[src/sv/postfix_expression_evaluator_core_assert.svh]
// assertion macros for the postfix evaluator
`ifndef POSTFIX_EXPRESSION_EVALUATOR_CORE_ASSERT_SVH
`define POSTFIX_EXPRESSION_EVALUATOR_CORE_ASSERT_SVH

// property that must hold at every clock edge outside reset
`define PEV_ASSERT(label, clk, rst_n, prop, msg) \
    label: assert property (@(posedge clk) disable iff (!rst_n) (prop)) else $error(msg);

// implication into the next cycle
`define PEV_ASSERT_NEXT(label, clk, rst_n, ante, cons, msg) \
    label: assert property (@(posedge clk) disable iff (!rst_n) (ante) |=> (cons)) \
        else $error(msg);

`endif

[src/sv/pev_pkg.sv]
// ----------------------------------------------------------------------------
// pev_pkg
// types and constants for the postfix evaluator core
// ----------------------------------------------------------------------------
package pev_pkg;

    localparam int STACK_DEPTH_DEF = 64;
    localparam int WORD_W          = 32;
    localparam int NUM_W           = 31;

    localparam logic [1:0] ACT_NUMBER = 2'd0;
    localparam logic [1:0] ACT_OPER   = 2'd1;
    localparam logic [1:0] ACT_END    = 2'd2;

    localparam logic [2:0] OP_ADD = 3'd0;
    localparam logic [2:0] OP_SUB = 3'd1;
    localparam logic [2:0] OP_MUL = 3'd2;
    localparam logic [2:0] OP_DIV = 3'd3;

    localparam logic [2:0] ST_OK        = 3'd0;
    localparam logic [2:0] ST_FEW       = 3'd1;
    localparam logic [2:0] ST_DIVZERO   = 3'd2;
    localparam logic [2:0] ST_UNSUP     = 3'd3;
    localparam logic [2:0] ST_MALFORMED = 3'd4;
    localparam logic [2:0] ST_OVERFLOW  = 3'd5;

    typedef enum logic [2:0] {
        S_IDLE,
        S_RD1,
        S_RD2,
        S_EXEC,
        S_DIV,
        S_WB,
        S_OUT
    } t_state;

endpackage

[src/sv/postfix_expression_evaluator_core.sv]
// ----------------------------------------------------------------------------
// postfix_expression_evaluator_core
// reverse polish evaluator with a ram operand stack and a serial divider
// ----------------------------------------------------------------------------
// One token per transfer; one result per token. A number makes no ram read; an
// end item makes one ram read of the bottom entry; add, subtract and multiply
// make two ram reads of the stack top, then write back; and divide runs the
// radix-2 divider that retires one quotient bit per cycle. Items are handled
// one at a time; the result sits in an output register and the next token is
// taken once it has gone.
`include "postfix_expression_evaluator_core_assert.svh"

module postfix_expression_evaluator_core #(
    parameter int STACK_DEPTH = pev_pkg::STACK_DEPTH_DEF
) (
    input  logic                        i_clk,
    input  logic                        i_rst_n,
    input  logic                        i_valid,
    output logic                        o_ready,
    input  logic [1:0]                  i_action,
    input  logic [pev_pkg::NUM_W-1:0]   i_number_value,
    input  logic [2:0]                  i_operator_code,
    output logic                        o_valid,
    input  logic                        i_ready,
    output logic [2:0]                  o_status,
    output logic signed [pev_pkg::WORD_W-1:0] o_result_value,
    output logic                        o_done_res
);
    localparam int AW = $clog2(STACK_DEPTH);
    localparam int DW = $clog2(STACK_DEPTH + 1);
    localparam int W  = pev_pkg::WORD_W;
    localparam logic [DW-1:0] FULL = DW'(STACK_DEPTH);

    pev_pkg::t_state r_state, n_state;
    logic [DW-1:0]   r_depth, n_depth;
    logic [2:0]      r_err, n_err;
    logic [1:0]      r_act;
    logic [W-1:0]    r_num;
    logic [2:0]      r_code;
    logic [W-1:0]    r_b, r_a;
    logic [W-1:0]    r_res;
    logic            r_ovalid;
    logic [2:0]      r_status;
    logic [W-1:0]    r_value;
    logic            r_done;
    logic [5:0]      r_cnt;
    logic [W-1:0]    r_quo, r_rem, r_dvs;
    logic            r_neg;

    logic            ram_we;
    logic [AW-1:0]   ram_waddr, ram_raddr;
    logic [W-1:0]    ram_wdata, ram_rdata;

    logic            accept;
    logic [W:0]      rem_sh;
    logic [W:0]      rem_sub;

    pev_ram #(.WIDTH(W), .DEPTH(STACK_DEPTH)) u_stack (
        .i_clk   (i_clk),
        .i_we    (ram_we),
        .i_waddr (ram_waddr),
        .i_wdata (ram_wdata),
        .i_raddr (ram_raddr),
        .o_rdata (ram_rdata)
    );

    assign o_ready = (r_state == pev_pkg::S_IDLE) && !r_ovalid;
    assign accept  = i_valid && o_ready;
    assign o_valid        = r_ovalid;
    assign o_status       = r_status;
    assign o_result_value = r_value;
    assign o_done_res     = r_done;

    assign rem_sh  = {r_rem, r_quo[W-1]};
    assign rem_sub = rem_sh - {1'b0, r_dvs};

    // next state
    always_comb begin
        n_state = r_state;
        case (r_state)
            pev_pkg::S_IDLE: begin
                if (accept) begin
                    if (i_action == pev_pkg::ACT_OPER && i_operator_code <= pev_pkg::OP_DIV
                        && r_err == pev_pkg::ST_OK && r_depth >= DW'(2)) begin
                        n_state = pev_pkg::S_RD1;
                    end else if (i_action == pev_pkg::ACT_END) begin
                        n_state = pev_pkg::S_RD1;
                    end else begin
                        n_state = pev_pkg::S_OUT;
                    end
                end
            end
            pev_pkg::S_RD1: n_state = (r_act == pev_pkg::ACT_END) ? pev_pkg::S_OUT
                                                                  : pev_pkg::S_RD2;
            pev_pkg::S_RD2: n_state = pev_pkg::S_EXEC;
            pev_pkg::S_EXEC: begin
                if (r_code == pev_pkg::OP_DIV && r_b != '0) begin
                    n_state = pev_pkg::S_DIV;
                end else begin
                    n_state = pev_pkg::S_OUT;
                end
            end
            pev_pkg::S_DIV:  n_state = (r_cnt == 6'd0) ? pev_pkg::S_WB : pev_pkg::S_DIV;
            pev_pkg::S_WB:   n_state = pev_pkg::S_OUT;
            pev_pkg::S_OUT:  n_state = pev_pkg::S_IDLE;
            default:         n_state = pev_pkg::S_IDLE;
        endcase
    end

    // ram access, depth and latch updates
    always_comb begin
        ram_we    = 1'b0;
        ram_waddr = r_depth[AW-1:0];
        ram_wdata = r_num;
        ram_raddr = '0;
        n_depth   = r_depth;
        n_err     = r_err;
        case (r_state)
            pev_pkg::S_IDLE: begin
                if (accept && i_action != pev_pkg::ACT_END && r_err == pev_pkg::ST_OK) begin
                    if (i_action == pev_pkg::ACT_NUMBER) begin
                        if (r_depth >= FULL) begin
                            n_err = pev_pkg::ST_OVERFLOW;
                        end else begin
                            ram_we    = 1'b1;
                            ram_waddr = r_depth[AW-1:0];
                            ram_wdata = {1'b0, i_number_value};
                            n_depth   = r_depth + DW'(1);
                        end
                    end else if (i_action == pev_pkg::ACT_OPER) begin
                        if (r_depth < DW'(2)) begin
                            n_err = pev_pkg::ST_FEW;
                        end else if (i_operator_code > pev_pkg::OP_DIV) begin
                            n_err   = pev_pkg::ST_UNSUP;
                            n_depth = r_depth - DW'(2);
                        end
                    end
                end
                // stack top first, bottom entry for an end item
                ram_raddr = (i_action == pev_pkg::ACT_END) ? '0
                                                           : AW'(r_depth - DW'(1));
            end
            pev_pkg::S_RD1: ram_raddr = AW'(r_depth - DW'(2));
            pev_pkg::S_EXEC: begin
                n_depth = r_depth - DW'(2);
                if (r_code == pev_pkg::OP_DIV && r_b == '0) begin
                    n_err = pev_pkg::ST_DIVZERO;
                end else if (r_code != pev_pkg::OP_DIV) begin
                    ram_we    = 1'b1;
                    ram_waddr = AW'(r_depth - DW'(2));
                    ram_wdata = r_res;
                    n_depth   = r_depth - DW'(1);
                end
            end
            pev_pkg::S_WB: begin
                ram_we    = 1'b1;
                ram_waddr = r_depth[AW-1:0];
                ram_wdata = r_neg ? (W'(0) - r_quo) : r_quo;
                n_depth   = r_depth + DW'(1);
            end
            pev_pkg::S_OUT: begin
                if (r_act == pev_pkg::ACT_END) begin
                    n_depth = '0;
                    n_err   = pev_pkg::ST_OK;
                end
            end
            default: ;
        endcase
    end

    always_ff @(posedge i_clk) begin
        if (!i_rst_n) begin
            r_state  <= pev_pkg::S_IDLE;
            r_depth  <= '0;
            r_err    <= pev_pkg::ST_OK;
            r_ovalid <= 1'b0;
        end else begin
            r_state <= n_state;
            r_depth <= n_depth;
            r_err   <= n_err;
            if (r_ovalid && i_ready) begin
                r_ovalid <= 1'b0;
            end else if (r_state == pev_pkg::S_OUT) begin
                r_ovalid <= 1'b1;
            end
        end
    end

    // payload path
    always_ff @(posedge i_clk) begin
        case (r_state)
            pev_pkg::S_IDLE: begin
                if (accept) begin
                    r_act  <= i_action;
                    r_num  <= {1'b0, i_number_value};
                    r_code <= i_operator_code;
                end
            end
            pev_pkg::S_RD1: r_b <= ram_rdata;
            pev_pkg::S_RD2: begin
                r_a <= ram_rdata;
                case (r_code)
                    pev_pkg::OP_ADD: r_res <= ram_rdata + r_b;
                    pev_pkg::OP_SUB: r_res <= ram_rdata - r_b;
                    pev_pkg::OP_MUL: r_res <= W'(ram_rdata * r_b);
                    default:         r_res <= '0;
                endcase
            end
            pev_pkg::S_EXEC: begin
                r_quo <= r_a[W-1] ? (W'(0) - r_a) : r_a;
                r_dvs <= r_b[W-1] ? (W'(0) - r_b) : r_b;
                r_neg <= r_a[W-1] ^ r_b[W-1];
                r_rem <= '0;
                r_cnt <= 6'(W - 1);
            end
            pev_pkg::S_DIV: begin
                // restoring division, one quotient bit per cycle
                if (!rem_sub[W]) begin
                    r_rem <= rem_sub[W-1:0];
                    r_quo <= {r_quo[W-2:0], 1'b1};
                end else begin
                    r_rem <= rem_sh[W-1:0];
                    r_quo <= {r_quo[W-2:0], 1'b0};
                end
                r_cnt <= r_cnt - 6'd1;
            end
            pev_pkg::S_OUT: begin
                r_done <= (r_act == pev_pkg::ACT_END);
                r_value <= '0;
                if (r_act == pev_pkg::ACT_END) begin
                    if (r_err != pev_pkg::ST_OK) begin
                        r_status <= r_err;
                    end else if (r_depth != DW'(1)) begin
                        r_status <= pev_pkg::ST_MALFORMED;
                    end else begin
                        r_status <= pev_pkg::ST_OK;
                        r_value  <= r_b;
                    end
                end else begin
                    r_status <= r_err;
                end
            end
            default: ;
        endcase
    end

    `PEV_ASSERT(a_depth_bound, i_clk, i_rst_n, r_depth <= FULL,
        "stack depth beyond capacity")
    `PEV_ASSERT(a_no_accept_busy, i_clk, i_rst_n,
        !(accept && r_state != pev_pkg::S_IDLE), "transfer taken while busy")
    `PEV_ASSERT_NEXT(a_end_clears, i_clk, i_rst_n,
        r_state == pev_pkg::S_OUT && r_act == pev_pkg::ACT_END,
        r_depth == '0 && r_err == pev_pkg::ST_OK, "end item left state behind")
    `PEV_ASSERT_NEXT(a_out_hold, i_clk, i_rst_n, r_ovalid && !i_ready,
        r_ovalid && $stable(r_status), "result dropped while stalled")

endmodule

[src/sv/pev_ram.sv]
// ----------------------------------------------------------------------------
// pev_ram
// generic single-port-write, single-read ram with registered read
// ----------------------------------------------------------------------------
module pev_ram #(
    parameter int WIDTH = 32,
    parameter int DEPTH = 64
) (
    input  logic                     i_clk,
    input  logic                     i_we,
    input  logic [$clog2(DEPTH)-1:0] i_waddr,
    input  logic [WIDTH-1:0]         i_wdata,
    input  logic [$clog2(DEPTH)-1:0] i_raddr,
    output logic [WIDTH-1:0]         o_rdata
);
    logic [WIDTH-1:0] r_mem [DEPTH];

    always_ff @(posedge i_clk) begin
        if (i_we) begin
            r_mem[i_waddr] <= i_wdata;
        end
        o_rdata <= r_mem[i_raddr];
    end
endmodule
[config.mk]
export PLATFORM = sky130hd
export DESIGN_NAME = postfix_expression_evaluator_core
export DESIGN_NICKNAME = d
export VERILOG_FILES = /design/src/sv/pev_pkg.sv /design/src/sv/postfix_expression_evaluator_core.sv /design/src/sv/pev_ram.sv
export VERILOG_INCLUDE_DIRS = /design/src /design/src/sv
export SDC_FILE = /design/constraint.sdc
export NUM_CORES = 2
export LEC_CHECK = 0
export BUFFER_PORTS_ARGS = -buffer_cell sky130_fd_sc_hd__clkbuf_2
export CAP_MARGIN = 20
export CORE_MARGIN = 8
export CORE_UTILIZATION = 45
export DETAILED_ROUTE_END_ITERATION = 8
export MAX_ROUTING_LAYER = met4
export PLACE_DENSITY_LB_ADDON = 0.08
export SETUP_SLACK_MARGIN = 0.05
export SYNTH_ARGS = -nofsm -noshare
export SYNTH_HDL_FRONTEND = slang
export SYNTH_SLANG_ARGS = --single-unit
[constraint.sdc]
create_clock -name i_clk -period 8.8 [get_ports i_clk]
set_input_delay 0.44 -clock i_clk [delete_from_list [all_inputs] [get_ports i_clk]]
set_output_delay 0.44 -clock i_clk [all_outputs]
set_load 0.01 [all_outputs]
==> results.toml <==
[run_status]
status = "finished with violations"
violations = "capacitance limit"

[global_route]
grtUsageTotal = 0.266
use_met3 = 0.0374
antenna_found_initial = 13
grt_pass1_vias = 66000
grtUsageMet1 = 0.344
grt-ovfl-total = 0
use_met2 = 0.426
busiest_layer = "met2"
grt_pass1_wl_mm = 492
grt_max_degree = 95

[sta]
period_minus_slack_ns = 8.19
fmax_ghz = 0.122
worstMarginPinSlew_ns = 1.47
setup-tns-final_ns = 0
hold_violations = 0
min_period_over_period = 0.931
drv_slew = 0
slew-limit-headroom = 0.0101
finalSetupViolCount = 0
rsz0062_at_grt = "no"
skew_ns = 0.0893

[placement]
dpl.hpwl_mm = 219
portBuffers = 77
globalplace.congestion = 0.905
placed_cell_area_um2 = 119000
post-place-cells = 10600

[die]
start_util = 0.453
pin_count = 78
die_h_um = 516
dieArea_um2 = 267000
core_um2 = 249000
die_x_um = 516
rows = 183

[cts]
worstSkewPairLatency_ns = 0.93
cts.sinks = 2365
clk_pin_slew_ns = 0.06
clockBufferDepth = 4
htreeDepth = 5
cts_made_buffers = 274
cts_resized = 0
cts_hold_buf = 38
post_cts_buffers = 0
root_buffer = "clkbuf_16"
cts_tree = "done"

[finish]
layout_commonest_cell = "edfxtp_1"
layout-drive-gt1-share = 0.178
area_delta_synth_final_pct = 13.3
fin_nets = 8194
nFillCells = 20800
seqCellArea_um2 = 70600
multi_input_area_um2 = 39700
fin_util = 0.513
final_cell_mix = "2319 x edfxtp_1, 924 x nand2_1, 512 x mux4_2"
finalInstanceArea_um2 = 128000
final_cells = 11100

[drt]
routedWlPerCell_um = 31.4
drc_errors = 0
drtIter0Drc = 6662
ant_nets = 0
viasPerCell = 5.92
vias = 65600
wl_mm = 348
dr.pass1.iters = 9

[synthesis]
avgSynthCellArea_um2 = 15.5
synth_cell_types = 76
ys_seq_area_frac = 0.627
ys_seq_elements = 2365
async_flop_share = 0
yosys.area.top_type_share = 0.618
syn_area_um2 = 113000
syn_inst = 7277
yosys_warnings = 0
synth.net_count = 7926
ys_dominant_reg_cell = "edfxtp_1"
synth.area.top_cells = "edfxtp_1 62%, mux4_2 10%, fa_1 7.3%"
synth-edff-count = 2319
yosysTopAreaCell = "edfxtp_1"

[worst_setup_path]
worstSetupPathType = "reg2reg"
rr_worst_depth = 23
worstReg2RegStart = "u_stack.o_rdata[6]"
critPathMaxFanout = 19
arrival_ns = 8.74
startpoint_type = "flip-flop"
cp-startpoint = "u_stack.o_rdata[6]"
rrSetupSlack_ns = 0.61
worst_ep_required_time_ns = 9.35
endpoint = "r_res[31]"
r2r_end = "r_res[31]"
crit_path_end_kind = "flip-flop"

[worst_hold_path]
min_from = "i_number_value[20]"
hp-class = "in2reg"

[run]
drv_cap = 1
-- per-layer routing --
metal  share of wire  vias to the layer above
met5               0                        -
met4           0.051                        0
li1                -                    27600
met2            0.48                     2455
met3           0.060                      629
met1            0.41                    34800
-- worst max-delay path: stages (launching register included) --
cell	delay (ns)
dfxtp_1	0.70
buf_4	0.46
nand2_1	0.13
fa_1	0.52
inv_1	0.06
fa_1	0.43
fa_1	0.48
inv_1	0.05
fa_1	0.49
inv_1	0.07
fa_1	0.45
ha_1	0.30
fa_1	0.53
fa_1	0.44
ha_1	0.35
a21oi_1	0.21
o21bai_1	0.13
a2111oi_0	0.52
o22a_1	0.36
o21ai_0	0.21
a311o_1	0.43
o31ai_1	0.27
xnor2_1	0.16
o2111ai_1	0.12
-- worst min-delay path by stage --
stage                           end  depth (start not counted)
after CTS                 r_num[13]                          2
after global routing      r_num[13]                          2
final                     r_num[20]                          2
after global placement     r_err[1]                          2
after floorplan            r_err[1]                          2
after detailed placement   r_err[1]                          2
-- flip-flops by register name, summed over array words and instances, names as in the netlist, 32 cells and up --
register / cells
r_quo: 32
u_stack.o_rdata: 32
r_a: 32
u_stack.r_mem: 2048
r_res: 32
r_dvs: 32
o_result_value: 32
r_rem: 32
r_b: 32
-- through the flow --
step | hold WS [ns] | worst slack [ns]
finish | 0.268 | 0.611
global route | 0.229 | 0.367
CTS | 0.199 | 0.708
detailed placement | 0.538 | 0.718
global placement | 0.540 | 0.895
floorplan | 0.446 | 1.56
-- logic make-up (layout without fill, tap and decap cells) --
| family | count (synthesis) | count (layout) | share of synthesized area |
|---|---|---|---|
| adder cells (fa/ha/maj) | 609 | 609 | 0.0950 |
| flip-flops | 2365 | 2365 | 0.627 |
| XOR/XNOR | 261 | 261 | 0.0203 |
| other | 0 | 14 | 0 |
| AND/OR/NAND/NOR | 1870 | 1870 | 0.0780 |
| multiplexers | 575 | 575 | 0.108 |
| buffers and inverters | 865 | 1316 | 0.0295 |
| AO/OA/AOI/OAI | 732 | 732 | 0.0427 |
-- cell usage after synthesis, types with 7 or more instances --
master and count:
o21bai_1 10, o31ai_1 33, or3_1 22, o22ai_1 48, mux2i_1 62, o211ai_1 8, o21a_1 23, fa_1 410
xor2_1 106, and3_1 105, inv_1 454, nand3_1 94, or4_1 19, nand2_1 929, o21ai_0 135, clkbuf_1 334
a21o_1 46, a21oi_1 175, a211oi_1 30, and2_1 352, a31oi_1 64, dfxtp_1 46, nor3_1 48, nand4_1 8
nand3b_1 8, xnor2_1 155, ha_1 199, nor4_1 13, a311oi_1 77, a222oi_1 8, o41ai_1 13, nor2b_1 16
nor2_1 198, buf_2 55, edfxtp_1 2319, nand2b_1 34, or2_2 7, mux4_2 512, buf_1 21
-- area by class of cell --
| class | instances | share of cell area |
|---|---|---|
| inverter | 454 | 0.0134 |
| tap | 3330 | 0.0327 |
| timing repair buffer | 403 | 0.0247 |
| sequential | 2365 | 0.553 |
| antenna | 14 | 0.000275 |
| multi-input combinational | 4047 | 0.312 |
| clock inverter | 114 | 0.00725 |
| clock buffer | 345 | 0.0571 |
Power is not shown: default switching activity piles up to over one toggle a cycle in this logic, so the estimate is an artifact.
